`src/rtl/dmx_pkg.sv`:
```
// Shared types, constants and helper functions of the channel downmix and remap core.
package dmx_pkg;

  localparam int SAMPLE_W    = 24;
  localparam int MAX_CH      = 8;
  localparam int CH_IDX_W    = 3;
  localparam int CNT_W       = 4;
  localparam int CODE_W      = 5;
  localparam int MAP_W       = 40;
  localparam int SLOT_CNT    = 16;
  localparam int SLOT_IDX_W  = 4;
  localparam int WEIGHT_W    = 17;
  localparam int PROD_W      = SAMPLE_W + WEIGHT_W;
  localparam int ACC_W       = 48;
  localparam int FRAC_W      = 15;
  localparam int ROUND_HALF  = 1 << (FRAC_W - 1);
  localparam int QUEUE_DEPTH = 2;
  localparam int QPTR_W      = 1;
  localparam int ADDR_W      = 6;
  localparam int DATA_W      = 64;
  localparam int REG_IDX_W   = 3;

  // Register indexes, taken from paddr[5:3].
  localparam logic [REG_IDX_W-1:0] REG_CHANNELS_IN    = 3'd0;
  localparam logic [REG_IDX_W-1:0] REG_CHANNELS_OUT   = 3'd1;
  localparam logic [REG_IDX_W-1:0] REG_MAP_IN         = 3'd2;
  localparam logic [REG_IDX_W-1:0] REG_MAP_OUT        = 3'd3;
  localparam logic [REG_IDX_W-1:0] REG_MAP_IN_ENABLE  = 3'd4;
  localparam logic [REG_IDX_W-1:0] REG_MAP_OUT_ENABLE = 3'd5;

  // Speaker position codes.
  localparam logic [CODE_W-1:0] POS_FL  = 5'd0;
  localparam logic [CODE_W-1:0] POS_FR  = 5'd1;
  localparam logic [CODE_W-1:0] POS_FC  = 5'd2;
  localparam logic [CODE_W-1:0] POS_LFE = 5'd3;
  localparam logic [CODE_W-1:0] POS_RL  = 5'd4;
  localparam logic [CODE_W-1:0] POS_RR  = 5'd5;
  localparam logic [CODE_W-1:0] POS_FCL = 5'd6;
  localparam logic [CODE_W-1:0] POS_FCR = 5'd7;
  localparam logic [CODE_W-1:0] POS_RC  = 5'd8;
  localparam logic [CODE_W-1:0] POS_SL  = 5'd9;
  localparam logic [CODE_W-1:0] POS_SR  = 5'd10;

  // Mix weights in Q1.15.
  localparam logic signed [WEIGHT_W-1:0] W_ONE  = 17'sd32768;
  localparam logic signed [WEIGHT_W-1:0] W_0707 = 17'sd23167;
  localparam logic signed [WEIGHT_W-1:0] W_086  = 17'sd28180;
  localparam logic signed [WEIGHT_W-1:0] W_M05  = -17'sd16384;
  localparam logic signed [WEIGHT_W-1:0] W_M0707 = -17'sd23167;
  localparam logic signed [WEIGHT_W-1:0] W_ZERO = 17'sd0;

  typedef enum logic [1:0] {
    MODE_PASS,
    MODE_MIX,
    MODE_REMAP
  } dmx_mode_e;

  typedef enum logic [2:0] {
    ST_IDLE,
    ST_MUL_L,
    ST_MUL_R,
    ST_ACC_R,
    ST_EMIT
  } dmx_state_e;

  typedef struct packed {
    logic [CNT_W-1:0] channels_in;
    logic [CNT_W-1:0] channels_out;
    logic [MAP_W-1:0] map_in;
    logic [MAP_W-1:0] map_out;
    logic             map_in_en;
    logic             map_out_en;
  } dmx_cfg_t;

  typedef struct packed {
    logic signed [SAMPLE_W-1:0] sample;
    logic [CODE_W-1:0]          code;
    logic                       frame_end;
    dmx_mode_e                  mode;
  } dmx_cmd_t;

  typedef struct packed {
    logic              full;
    logic              empty;
    logic [QPTR_W:0]   count;
  } dmx_qstat_t;

  typedef struct packed {
    logic signed [WEIGHT_W-1:0] wl;
    logic signed [WEIGHT_W-1:0] wr;
  } dmx_weights_t;

  // A count of zero acts as one and counts above the channel limit are clamped.
  function automatic logic [CNT_W-1:0] eff_count(input logic [CNT_W-1:0] v);
    if (v == '0) begin
      return CNT_W'(1);
    end else if (v > CNT_W'(MAX_CH)) begin
      return CNT_W'(MAX_CH);
    end
    return v;
  endfunction

  function automatic dmx_weights_t weights_of(input logic [CODE_W-1:0] code);
    dmx_weights_t w;
    unique case (code)
      POS_FL, POS_FCL, POS_SL: begin w.wl = W_ONE;   w.wr = W_ZERO;  end
      POS_FR, POS_FCR, POS_SR: begin w.wl = W_ZERO;  w.wr = W_ONE;   end
      POS_FC, POS_LFE:         begin w.wl = W_0707;  w.wr = W_0707;  end
      POS_RL:                  begin w.wl = W_086;   w.wr = W_M05;   end
      POS_RR:                  begin w.wl = W_M05;   w.wr = W_086;   end
      POS_RC:                  begin w.wl = W_0707;  w.wr = W_M0707; end
      default:                 begin w.wl = W_ZERO;  w.wr = W_ZERO;  end
    endcase
    return w;
  endfunction

  // Round half up to a whole sample (floor of acc plus half a step), then saturate.
  function automatic logic signed [SAMPLE_W-1:0] round_sat(
    input logic signed [ACC_W-1:0] acc
  );
    logic [ACC_W-1:0]        t;
    logic [ACC_W-FRAC_W-1:0] q;
    logic                    in_range;
    t = acc + ACC_W'(ROUND_HALF);
    q = t[ACC_W-1:FRAC_W];
    in_range = (q[ACC_W-FRAC_W-1:SAMPLE_W-1] == '0) ||
               (q[ACC_W-FRAC_W-1:SAMPLE_W-1] == '1);
    if (in_range) begin
      return q[SAMPLE_W-1:0];
    end else if (q[ACC_W-FRAC_W-1]) begin
      return {1'b1, {(SAMPLE_W-1){1'b0}}};
    end
    return {1'b0, {(SAMPLE_W-1){1'b1}}};
  endfunction

endpackage

```
`src/rtl/dmx_front.sv`:
```
// Front end: accepts input beats, tracks the channel position and classifies each sample.
module dmx_front import dmx_pkg::*; (
  input  logic                       clk_i,
  input  logic                       rst_ni,
  input  logic                       in_valid_i,
  input  logic signed [SAMPLE_W-1:0] sample_in_i,
  input  logic                       buffer_last_i,
  input  dmx_cfg_t                   cfg_i,
  input  logic                       q_full_i,
  output logic                       push_o,
  output dmx_cmd_t                   cmd_o
);

  logic [CH_IDX_W-1:0] ch_q, ch_d;
  logic [CNT_W-1:0]    cin;
  logic [CNT_W-1:0]    cout;
  logic                frame_end;
  dmx_mode_e           mode;

  always_comb begin
    cin  = eff_count(cfg_i.channels_in);
    cout = eff_count(cfg_i.channels_out);
    frame_end = buffer_last_i || ((CNT_W'(ch_q) + CNT_W'(1)) >= cin);

    priority if (!cfg_i.map_in_en) begin
      mode = MODE_PASS;
    end else if (cout <= CNT_W'(2)) begin
      mode = MODE_MIX;
    end else begin
      mode = MODE_REMAP;
    end

    push_o = in_valid_i && !q_full_i;

    cmd_o.sample    = sample_in_i;
    cmd_o.code      = cfg_i.map_in[CODE_W*ch_q +: CODE_W];
    cmd_o.frame_end = frame_end;
    cmd_o.mode      = mode;

    ch_d = ch_q;
    if (push_o) begin
      ch_d = frame_end ? '0 : ch_q + CH_IDX_W'(1);
    end
  end

  always_ff @(posedge clk_i or negedge rst_ni) begin
    if (!rst_ni) begin
      ch_q <= '0;
    end else begin
      ch_q <= ch_d;
    end
  end

endmodule

```
`src/rtl/dmx_queue.sv`:
```
// Two-entry command queue between the front end and the back end.
module dmx_queue import dmx_pkg::*; (
  input  logic       clk_i,
  input  logic       rst_ni,
  input  logic       push_i,
  input  dmx_cmd_t   cmd_i,
  input  logic       pop_i,
  output dmx_cmd_t   head_o,
  output dmx_qstat_t stat_o
);

  dmx_cmd_t          entry_q [QUEUE_DEPTH];
  logic [QPTR_W-1:0] wr_ptr_q, wr_ptr_d;
  logic [QPTR_W-1:0] rd_ptr_q, rd_ptr_d;
  logic [QPTR_W:0]   count_q, count_d;

  always_comb begin
    wr_ptr_d = push_i ? wr_ptr_q + QPTR_W'(1) : wr_ptr_q;
    rd_ptr_d = pop_i ? rd_ptr_q + QPTR_W'(1) : rd_ptr_q;
    count_d  = count_q + (QPTR_W+1)'(push_i) - (QPTR_W+1)'(pop_i);

    head_o       = entry_q[rd_ptr_q];
    stat_o.full  = (count_q == (QPTR_W+1)'(QUEUE_DEPTH));
    stat_o.empty = (count_q == '0);
    stat_o.count = count_q;
  end

  always_ff @(posedge clk_i or negedge rst_ni) begin
    if (!rst_ni) begin
      wr_ptr_q <= '0;
      rd_ptr_q <= '0;
      count_q  <= '0;
    end else begin
      wr_ptr_q <= wr_ptr_d;
      rd_ptr_q <= rd_ptr_d;
      count_q  <= count_d;
    end
  end

  always_ff @(posedge clk_i) begin
    if (push_i) begin
      entry_q[wr_ptr_q] <= cmd_i;
    end
  end

endmodule

```
`src/rtl/dmx_back.sv`:
```
// Back end: passes, mixes or stores each sample and sends the frame results out through a register.
module dmx_back import dmx_pkg::*; (
  input  logic                       clk_i,
  input  logic                       rst_ni,
  input  dmx_cfg_t                   cfg_i,
  input  dmx_cmd_t                   head_i,
  input  logic                       q_empty_i,
  output logic                       pop_o,
  input  logic                       out_stall_i,
  output logic                       out_valid_o,
  output logic signed [SAMPLE_W-1:0] sample_out_o,
  output logic                       frame_last_o
);

  dmx_state_e state_q, state_d;

  logic signed [SAMPLE_W-1:0] d_q;
  logic [CODE_W-1:0]          code_q;
  logic                       end_q;
  dmx_mode_e                  mode_q;
  logic signed [PROD_W-1:0]   prod_q, prod_d;
  logic signed [ACC_W-1:0]    mix_l_q, mix_r_q;
  logic [CH_IDX_W-1:0]        k_q;
  logic signed [SAMPLE_W-1:0] slot_q [SLOT_CNT];
  logic [SLOT_CNT-1:0]        slot_vld_q;

  logic                       out_valid_q;
  logic signed [SAMPLE_W-1:0] out_sample_q;
  logic                       out_last_q;

  logic                       mul_en, mul_right, acc_l, acc_r;
  logic                       emit, frame_clr, slot_wr, out_free;
  logic [CNT_W-1:0]           cout, n_total;
  logic                       emit_last;
  dmx_weights_t               w;
  logic signed [ACC_W-1:0]    acc_sel;
  logic [CODE_W-1:0]          slot_code;
  logic                       slot_hit;
  logic signed [SAMPLE_W-1:0] emit_val;

  // Datapath helpers for the multiply and the result selection.
  always_comb begin
    cout     = eff_count(cfg_i.channels_out);
    w        = weights_of(code_q);
    prod_d   = d_q * (mul_right ? w.wr : w.wl);
    out_free = !out_valid_q || !out_stall_i;

    unique case (mode_q)
      MODE_MIX:   n_total = (cout == CNT_W'(1)) ? CNT_W'(1) : CNT_W'(2);
      MODE_REMAP: n_total = cout;
      default:    n_total = CNT_W'(1);
    endcase
    emit_last = ((CNT_W'(k_q) + CNT_W'(1)) == n_total);

    if (cout == CNT_W'(1)) begin
      acc_sel = mix_l_q + mix_r_q;
    end else begin
      acc_sel = (k_q == '0) ? mix_l_q : mix_r_q;
    end

    slot_code = cfg_i.map_out_en ? cfg_i.map_out[CODE_W*k_q +: CODE_W] : CODE_W'(k_q);
    slot_hit  = (slot_code < CODE_W'(SLOT_CNT)) &&
                slot_vld_q[slot_code[SLOT_IDX_W-1:0]];

    unique case (mode_q)
      MODE_MIX:   emit_val = round_sat(acc_sel);
      MODE_REMAP: emit_val = slot_hit ? slot_q[slot_code[SLOT_IDX_W-1:0]] : '0;
      default:    emit_val = d_q;
    endcase
  end

  // Sequencer: next state and control.
  always_comb begin
    state_d   = state_q;
    pop_o     = 1'b0;
    mul_en    = 1'b0;
    mul_right = 1'b0;
    acc_l     = 1'b0;
    acc_r     = 1'b0;
    emit      = 1'b0;
    frame_clr = 1'b0;
    slot_wr   = 1'b0;

    unique case (state_q)
      ST_IDLE: begin
        if (!q_empty_i) begin
          pop_o = 1'b1;
          unique case (head_i.mode)
            MODE_MIX: state_d = ST_MUL_L;
            MODE_REMAP: begin
              slot_wr = 1'b1;
              if (head_i.frame_end) begin
                state_d = ST_EMIT;
              end
            end
            default: state_d = ST_EMIT;
          endcase
        end
      end
      ST_MUL_L: begin
        mul_en  = 1'b1;
        state_d = ST_MUL_R;
      end
      ST_MUL_R: begin
        mul_en    = 1'b1;
        mul_right = 1'b1;
        acc_l     = 1'b1;
        state_d   = ST_ACC_R;
      end
      ST_ACC_R: begin
        acc_r   = 1'b1;
        state_d = end_q ? ST_EMIT : ST_IDLE;
      end
      ST_EMIT: begin
        if (out_free) begin
          emit = 1'b1;
          if (emit_last) begin
            frame_clr = end_q;
            state_d   = ST_IDLE;
          end
        end
      end
      default: state_d = ST_IDLE;
    endcase
  end

  always_ff @(posedge clk_i or negedge rst_ni) begin
    if (!rst_ni) begin
      state_q     <= ST_IDLE;
      mode_q      <= MODE_PASS;
      end_q       <= 1'b0;
      k_q         <= '0;
      mix_l_q     <= '0;
      mix_r_q     <= '0;
      slot_vld_q  <= '0;
      out_valid_q <= 1'b0;
    end else begin
      state_q <= state_d;
      if (pop_o) begin
        mode_q <= head_i.mode;
        end_q  <= head_i.frame_end;
      end
      if (emit) begin
        k_q <= emit_last ? '0 : k_q + CH_IDX_W'(1);
      end
      // Every frame end clears the mix and the slots, whatever mode the frame ended in.
      if (frame_clr) begin
        mix_l_q    <= '0;
        mix_r_q    <= '0;
        slot_vld_q <= '0;
      end else begin
        if (acc_l) begin
          mix_l_q <= mix_l_q + ACC_W'(prod_q);
        end
        if (acc_r) begin
          mix_r_q <= mix_r_q + ACC_W'(prod_q);
        end
        if (slot_wr && (head_i.code < CODE_W'(SLOT_CNT))) begin
          slot_vld_q[head_i.code[SLOT_IDX_W-1:0]] <= 1'b1;
        end
      end
      if (emit) begin
        out_valid_q <= 1'b1;
      end else if (!out_stall_i) begin
        out_valid_q <= 1'b0;
      end
    end
  end

  always_ff @(posedge clk_i) begin
    if (pop_o) begin
      d_q    <= head_i.sample;
      code_q <= head_i.code;
    end
    if (mul_en) begin
      prod_q <= prod_d;
    end
    if (slot_wr && (head_i.code < CODE_W'(SLOT_CNT))) begin
      slot_q[head_i.code[SLOT_IDX_W-1:0]] <= head_i.sample;
    end
    if (emit) begin
      out_sample_q <= emit_val;
      out_last_q   <= emit_last && end_q;
    end
  end

  assign out_valid_o  = out_valid_q;
  assign sample_out_o = out_sample_q;
  assign frame_last_o = out_last_q;

endmodule

```
`src/rtl/multichannel_downmix_remap_core.sv`:
```
// Top level of the channel downmix and remap core: register port, front end, queue, back end.
// The back end takes a downmix sample through idle, multiply left, multiply right and accumulate
// right (one shared 24x17 multiplier, left then right), a remap sample through idle alone and a
// pass-through sample through idle then emit, with an emit step per result at the end of a frame
// that an output stall can hold. A two-entry queue lets the input keep taking beats meanwhile.
// Reset: registers return to their defaults and the mix, slots and channel position clear.
module multichannel_downmix_remap_core import dmx_pkg::*; (
  input  logic                       clk_i,
  input  logic                       rst_ni,
  input  logic                       in_valid_i,
  output logic                       in_stall_o,
  input  logic signed [SAMPLE_W-1:0] sample_in_i,
  input  logic                       buffer_last_i,
  output logic                       out_valid_o,
  input  logic                       out_stall_i,
  output logic signed [SAMPLE_W-1:0] sample_out_o,
  output logic                       frame_last_o,
  input  logic                       psel,
  input  logic                       penable,
  input  logic                       pwrite,
  input  logic [ADDR_W-1:0]          paddr,
  input  logic [DATA_W-1:0]          pwdata,
  output logic [DATA_W-1:0]          prdata,
  output logic                       pready
);

  logic [CNT_W-1:0]     channels_in_q, channels_out_q;
  logic [MAP_W-1:0]     map_in_q, map_out_q;
  logic                 map_in_en_q, map_out_en_q;
  logic                 cfg_wr;
  logic [REG_IDX_W-1:0] reg_idx;
  dmx_cfg_t             cfg;

  logic       push, pop;
  dmx_cmd_t   cmd, head;
  dmx_qstat_t qstat;

  assign pready  = 1'b1;
  assign cfg_wr  = psel && penable && pwrite && pready;
  assign reg_idx = paddr[ADDR_W-1:ADDR_W-REG_IDX_W];

  always_ff @(posedge clk_i or negedge rst_ni) begin
    if (!rst_ni) begin
      channels_in_q  <= CNT_W'(2);
      channels_out_q <= CNT_W'(2);
      map_in_q       <= '0;
      map_out_q      <= '0;
      map_in_en_q    <= 1'b0;
      map_out_en_q   <= 1'b0;
    end else if (cfg_wr) begin
      unique case (reg_idx)
        REG_CHANNELS_IN:    channels_in_q  <= pwdata[CNT_W-1:0];
        REG_CHANNELS_OUT:   channels_out_q <= pwdata[CNT_W-1:0];
        REG_MAP_IN:         map_in_q       <= pwdata[MAP_W-1:0];
        REG_MAP_OUT:        map_out_q      <= pwdata[MAP_W-1:0];
        REG_MAP_IN_ENABLE:  map_in_en_q    <= pwdata[0];
        REG_MAP_OUT_ENABLE: map_out_en_q   <= pwdata[0];
        default: ;
      endcase
    end
  end

  always_comb begin
    unique case (reg_idx)
      REG_CHANNELS_IN:    prdata = DATA_W'(channels_in_q);
      REG_CHANNELS_OUT:   prdata = DATA_W'(channels_out_q);
      REG_MAP_IN:         prdata = DATA_W'(map_in_q);
      REG_MAP_OUT:        prdata = DATA_W'(map_out_q);
      REG_MAP_IN_ENABLE:  prdata = DATA_W'(map_in_en_q);
      REG_MAP_OUT_ENABLE: prdata = DATA_W'(map_out_en_q);
      default:            prdata = '0;
    endcase
  end

  always_comb begin
    cfg.channels_in  = channels_in_q;
    cfg.channels_out = channels_out_q;
    cfg.map_in       = map_in_q;
    cfg.map_out      = map_out_q;
    cfg.map_in_en    = map_in_en_q;
    cfg.map_out_en   = map_out_en_q;
  end

  assign in_stall_o = qstat.full;

  dmx_front u_front (
    .clk_i         (clk_i),
    .rst_ni        (rst_ni),
    .in_valid_i    (in_valid_i),
    .sample_in_i   (sample_in_i),
    .buffer_last_i (buffer_last_i),
    .cfg_i         (cfg),
    .q_full_i      (qstat.full),
    .push_o        (push),
    .cmd_o         (cmd)
  );

  dmx_queue u_queue (
    .clk_i  (clk_i),
    .rst_ni (rst_ni),
    .push_i (push),
    .cmd_i  (cmd),
    .pop_i  (pop),
    .head_o (head),
    .stat_o (qstat)
  );

  dmx_back u_back (
    .clk_i        (clk_i),
    .rst_ni       (rst_ni),
    .cfg_i        (cfg),
    .head_i       (head),
    .q_empty_i    (qstat.empty),
    .pop_o        (pop),
    .out_stall_i  (out_stall_i),
    .out_valid_o  (out_valid_o),
    .sample_out_o (sample_out_o),
    .frame_last_o (frame_last_o)
  );

  // The back end only takes a command that is really queued.
  a_pop_not_empty: assert property (@(posedge clk_i) disable iff (!rst_ni)
    pop |-> !qstat.empty)
    else $error("queue popped while empty");

  // The front end never writes into a full queue.
  a_push_not_full: assert property (@(posedge clk_i) disable iff (!rst_ni)
    push |-> !qstat.full)
    else $error("queue pushed while full");

  // Draining the last queued command leaves the queue empty.
  a_drain_empty: assert property (@(posedge clk_i) disable iff (!rst_ni)
    (pop && !push && (qstat.count == (QPTR_W+1)'(1))) |=> qstat.empty)
    else $error("queue not empty after its last command was taken");

endmodule

```
`config.mk`:
```
export PLATFORM = sky130hd
export DESIGN_NAME = multichannel_downmix_remap_core
export DESIGN_NICKNAME = d
export VERILOG_FILES = /design/src/rtl/dmx_pkg.sv /design/src/rtl/dmx_front.sv /design/src/rtl/dmx_queue.sv /design/src/rtl/dmx_back.sv /design/src/rtl/multichannel_downmix_remap_core.sv
export SDC_FILE = /design/constraint.sdc
export NUM_CORES = 2
export LEC_CHECK = 0
export ABC_AREA = 1
export CAP_MARGIN = 20
export CORE_MARGIN = 3
export CORE_UTILIZATION = 55
export DETAILED_ROUTE_END_ITERATION = 7
export DONT_BUFFER_PORTS = 1
export HOLD_SLACK_MARGIN = 0.12
export PLACE_DENSITY = 0.68
export SYNTH_ARGS = -nofsm -noshare
export SYNTH_HDL_FRONTEND = slang
export SYNTH_SLANG_ARGS = --single-unit
```
`constraint.sdc`:
```
create_clock -name clk_i -period 22.7 [get_ports clk_i]
set_input_delay 1.135 -clock clk_i [delete_from_list [all_inputs] [get_ports clk_i]]
set_output_delay 1.135 -clock clk_i [all_outputs]
set_load 0.005 [all_outputs]
```
# Word level (Yosys, flattened, before mapping)
# Memories as Yosys holds them, arrays and structs flattened. A register that Yosys moved wholly into a read port is not among the register bits.
# Cells that the tools add are included.
[op_classes] shift=2 bitwise_logic=1 multipliers=3 add_sub_neg=12 muxes=67 eq_ne=22 n_reduce_logical=31 magnitude_cmp=9
[ops] operator="two-way mux 48 bit" n=6
[ops] operator="one-hot mux 40 bit (6 select lines)" n=1
[ops] operator="adder 48 x 41 -> 48 bit" n=2
[ops] operator="two-way mux 24 bit" n=4
[ops] operator="variable part select 40 x 7 -> 5 bit" n=2
[ops] operator="adder 48 x 16 -> 48 bit (second input constant)" n=1
[ops] operator="adder 48 bit" n=1
[ops] operator="one-hot mux 24 bit (2 select lines)" n=1
[ops] operator="multiplier 24 x 41 -> 41 bit" n=1
[ops] operator="two-way mux 41 bit" n=1
[ops] operator="two-way mux 34 bit" n=1
[ops] operator="two-way mux 16 bit" n=2
[ops] operator="two-way mux 1 bit" n=28
[ops] operator="two-way mux 4 bit" n=7
[ops] operator="two-way mux 3 bit" n=7
[ops] operator="OR 16 bit" n=1
[ops] operator="one-hot mux 3 bit (5 select lines)" n=1
[ops] operator="== test 3 x 2 -> 1 bit (second input constant)" n=4
[ops] operator="multiplier 3 x 3 -> 6 bit (first input constant)" n=2
[ops] operator="AND reduction 2 bit" n=6
[ops] operator="== test 10 bit (second input constant)" n=1
[ops] operator="logical NOT 10 bit" n=1
[ops] operator="less-than comparator 4 x 5 -> 1 bit (second input constant)" n=2
[ops] operator="less-than comparator 5 bit (second input constant)" n=2
[ops] operator="other kinds (33)" n=62
[totals] in_bits=102 output_inout_bits=92 memories=3 mem_bits_rw=448 reg_bits=314 rom_bits=512 wordCells=173
[memory_table] name="(name not given)" words=16 width=32 rd=1 rd_clocked_by_memory_dff=1 write_ports=0 line="dmx_pkg.sv:105" text="unique case (code)"
[memory_table] name="u_back.slot_q" words=16 width=24 rd=1 rd_clocked_by_memory_dff=0 write_ports=1 line="dmx_back.sv:24" text="logic signed [SAMPLE_W-1:0] slot_q [SLOT_CNT];"
[memory_table] name="u_queue.entry_q" words=2 width=32 rd=1 rd_clocked_by_memory_dff=0 write_ports=1 line="dmx_queue.sv:12" text="dmx_cmd_t entry_q [QUEUE_DEPTH];"

# Longest topological paths before layout
[depth] ltp_word=13 mapped_depth=39 mapped_depth_nobuf=38

# By module
# A second synthesis with hierarchy kept.
[hier_totals] hier_cells=6764 area_unflattened_um2=58698.8
[modules_own_cells] module="dmx_back" seq_area_each_um2=17697.0 cells_each=5832 area_each_um2=50699.9 n_inst=1
[modules_own_cells] module="multichannel_downmix_remap_core" seq_area_each_um2=2254.7 cells_each=521 area_each_um2=4229.1 n_inst=1
[modules_own_cells] module="dmx_queue" seq_area_each_um2=2021.9 cells_each=192 area_each_um2=2706.3 n_inst=1
[modules_own_cells] module="dmx_front" seq_area_each_um2=75.1 cells_each=219 area_each_um2=1063.5 n_inst=1

# Worst setup path before layout
# Ideal clock, no wire load.
[synth_path] path_type="register to register" from="reg u_back.state_q[2]" to="reg u_back.prod_q[38], data pin" required_ns=22.435 n_path_buf=1 synth_period_minus_slack_ns=7.355 arrival_time_ns=7.090 setup_time_ns=0.265 stages_incl_launch_ff=29 path_slack_ns=15.345 cell_sequence="dfrtp_1 nor2_1 nand2_1 inv_2 nand2_1 nand2_1 clkbuf_1 nor2_1 fa_1 fa_1 inv_1 fa_1 inv_1 fa_1 fa_1 fa_1 inv_1 fa_1 inv_1 ha_1 a21oi_1 inv_1 a31oi_1 nand2_1 nand2_1 nand2_1 a21boi_0 o21ai_0 xor2_1"
[synth_via] elab_chain_len=4
[synth_rtl] item="start: declaration" line="dmx_back.sv:15" text="dmx_state_e state_q, state_d;"
[synth_rtl] item="start signal: assignment" line="dmx_back.sv:138" text="state_q <= state_d;"
[synth_rtl] item="== test 3 x 2 -> 1 bit" line="dmx_back.sv:84" text="unique case (state_q)"
[synth_rtl] item="two-way mux 1 bit" line="dmx_back.sv:84"
[synth_rtl] item="two-way mux 41 bit" line="dmx_back.sv:45" text="prod_d = d_q * (mul_right ? w.wr : w.wl);"
[synth_rtl] item="multiplier 24 x 41 -> 41 bit" line="dmx_back.sv:45"
[synth_rtl] item="via u_back.prod_d[38]" line="dmx_back.sv:21" text="logic signed [PROD_W-1:0] prod_q, prod_d;"
[synth_rtl] item="end signal: assignment" line="dmx_back.sv:176" text="prod_q <= prod_d;"
[synth_rtl] item="end: declaration" line="dmx_back.sv:21"
# The timed path passes the listed nets, and every way through them passes these cells.
# A chain may end at the register's enable or synchronous reset.

# Final worst setup path
# Ends and elaborated chain as after synthesis.

==> flow_summary.ini <==
[synth]
synth_seq_area_share = 0.380
yosys.area_share.adder = 0.211
synth_top_family_by_area = adder cells
synth_area_in_xor_xnor = 0.0184
synthesis.instances = 6626
yosys.cell_types.count = 63
synth_top_area_frac = 0.281
synth.largest_area_cell = edfxtp_1
synth_compound_area_frac = 0.106
synth.area.top_cells = edfxtp_1, fa_1, dfrtp_1
number_of_enable_type_register_cells_in_the_synthesized_netlist = 543
synth-async-reset-ratio = 0.283
synthesis.area_um2 = 58000
yosys_register_bits = 775
synth-simple-area-share = 0.168
synth.mux.area_fraction = 0.0174
ys.warnings.count = 0
postSynth.topFlopCell = edfxtp_1
synth.avg_cell_area_um2 = 8.76

[finish]
design.final.nets = 7388
final_layout_size_suffix_gt1_frac = 0.0502
layout.cells.most_common_list = nand2_1, inv_1, edfxtp_1
most_common_cell_after_layout_fill_and_taps_aside = nand2_1
area_growth_pct = 7.03
fill_cells = 9206

[route]
avgViaCountPerCell = 5.56
detail_route.wirelength_um = 168000
routed_via_count = 44600
detail-route-antenna-nets = 0
number_of_design_rule_violations_left_after_detail_routing = 0
drt_initial_violations = 4006
route.detailed.wl_per_inst_um = 21.0
firstDrtPassIters = 7

[floorplan]
floorplan_die_area_um2 = 109000
core_area_um2 = 104000
start_util = 0.558
vertical_extent_of_the_die_um = 331
die-width_um = 331
floorplan.rows = 118
io-pin-count = 194

[grt]
grt_util_all_layers = 0.308
initial_antenna_violation_count = 2
largest_net_degree_at_the_start_of_global_routing = 220
wire_length_of_the_first_global_routing_pass_um = 255000
first_global_vias = 42900
globalRouteOverflowTotal = 0

[setup_path]
timing.critical_path.buf_inv = 7
timing_worst_setup_path_type = register to register
worstPathRequired_ps = 23110
worst_setup_path_end_kind = register
critPathSlowestCell = nor2_1
timing.critical_path.fanout_max = 36
cp_slowest_stage_delay_ps = 700
crit_arrival_ps = 9960
startpoint_type_of_the_worst_setup_path = register
critical_path.most_common_cell = nand2_1
critical-path-top-delay-family = adder cells

[timing]
final-max-slew-violation-count = 0
hold_viol = 0
final_cycle_share = 0.421
timing_worst_slew_pin_value_ps = 1130
report.final.setup_viol = 0
fin_tns_setup_ps = 0
fin_worst_skew_ps = 45.1
timing.max_slew.rel_slack = 0.248
final.hold.worst_slack_ps = 187
post-route-min-period_ps = 9550
grt_setup_unrepaired = no
timing.fmax_ghz = 0.105

[clocking]
cts-resized-gates = 0
cts_inserted_buffers = 83
clkTransAtPathRegs_ps = 60
tritoncts = built
numClockSinks = 775
clock-root-buffer = clkbuf_16
post_cts_setup_repair_bufs = 0
cts_hold_buf = 0
number_of_buffers_on_the_longest_clock_path = 3
cts_htree_levels = 3
clock_insertion_delay_worst_skew_ps = 680

[worst_hold_path]
min-delay-path-class = input pin to asynchronous set/reset pin

[placement]
hpwl_um = 129000
finalWeightedCongestion = 0.986
buffer_ports.inserted = 0

[run]
cap_violations = 0

[outcome]
status = finished, final reports clean
-- sequential cells by signal, indices dropped and copies added (netlist names), 2 cells and up, named ones only --
signal               count
u_back.slot_q          384
u_queue.entry_q         64
u_back.mix_l_q          48
u_back.mix_r_q          48
u_back.prod_q           41
map_in_q                40
map_out_q               40
u_back.d_q              24
u_back.sample_out_o     24
u_back.slot_vld_q       16
u_back.code_q            5
channels_in_q            4
channels_out_q           4
u_back.k_q               3
u_back.state_q           3
u_front.ch_q             3
u_back.mode_q            2
u_queue.count_q          2
-- layout make-up --
cell class / count / area, µm² / share of cell area
antenna: 2 / 5.00 / 0.0000806
clock buffer: 107 / 2230 / 0.0359
clock inverter: 44 / 475 / 0.00765
inverter: 1280 / 4800 / 0.0773
multi-input combinational: 4389 / 30500 / 0.492
sequential: 775 / 22000 / 0.355
tap: 1380 / 1730 / 0.0278
timing repair buffer: 37 / 290 / 0.00467
-- final timing paths --
check,from,to,slack (ps),depth (start not counted)
worst max-delay path,u_back.state_q[2]$_DFFE_PN0P_,u_back.prod_q[38]$_DFFE_PP_,13150,36
worst min-delay path,rst_ni,u_back.mix_r_q[40]$_DFFE_PN0P_,190,0
worst max register to register,u_back.state_q[2]$_DFFE_PN0P_,u_back.prod_q[38]$_DFFE_PP_,13150,36
worst min register to register,map_in_q[9]$_DFFE_PN0P_,map_in_q[9]$_DFFE_PN0P_,480,2
max in group asynchronous,rst_ni,u_back.slot_vld_q[15]$_DFFE_PN0P_,21690,0
min in group clk_i,map_in_q[9]$_DFFE_PN0P_,map_in_q[9]$_DFFE_PN0P_,480,2
-- cells in the mapped netlist, types with 4 or more instances --
cell type / count
a21boi_0: 6
a21o_1: 10
a21oi_1: 419
a21oi_2: 12
a22o_1: 17
a22oi_1: 4
a31oi_1: 37
a32o_1: 5
a41oi_1: 23
and3_1: 6
buf_1: 19
buf_2: 18
buf_4: 32
clkbuf_1: 134
clkinv_1: 4
dfrtp_1: 217
dfxtp_1: 13
edfxtp_1: 543
fa_1: 433
ha_1: 287
inv_1: 1260
inv_2: 16
mux2i_1: 101
nand2_1: 1304
nand2_2: 17
nand3_1: 318
nand3_2: 31
nand4_1: 36
nor2_1: 513
nor2_2: 31
nor2_4: 8
nor3_1: 30
o2111ai_1: 4
o211ai_1: 33
o21a_1: 36
o21ai_0: 431
o21ai_1: 7
o21bai_1: 9
o221ai_1: 7
o22ai_1: 19
o31ai_1: 6
or2_2: 16
xnor2_1: 41
xor2_1: 81
-- metal layers --
metal,share of wire,vias to the layer above,GRT usage
met5,0,-,0
met4,0.039,0,0.116
met3,0.071,295,0.0472
met2,0.47,1655,0.502
met1,0.42,21400,0.419
li1,-,21300,-
-- metrics by stage --
| stage | instances | setup slack (ps) | utilization | area [µm²] |
|---|---|---|---|---|
| 2_1_floorplan | 6649 | 15350 | - | 58100 |
| 3_3_place_gp | 7860 | 13320 | 0.571 | 59400 |
| 3_5_place_dp | 7861 | 13280 | 0.571 | 59400 |
| 4_1_cts | 8012 | 13250 | 0.597 | 62100 |
| 5_1_grt | 8014 | 12630 | 0.597 | 62100 |
| 6_report | 8014 | 13150 | 0.597 | 62100 |
-- logic make-up (layout without fill, tap and decap cells) --
| logic type | Yosys count | in the layout |
|---|---|---|
| XOR/XNOR | 122 | 122 |
| AO/OA/AOI/OAI | 1100 | 1100 |
| buffers and inverters | 1485 | 1468 |
| other | 2 | 27 |
| flip-flops | 775 | 775 |
| adder cells (fa/ha/maj) | 720 | 720 |
| AND/OR/NAND/NOR | 2321 | 2321 |
| multiplexers | 101 | 101 |
Power is not shown: default switching activity piles up to over one toggle a cycle in this logic, so the estimate is an artifact.
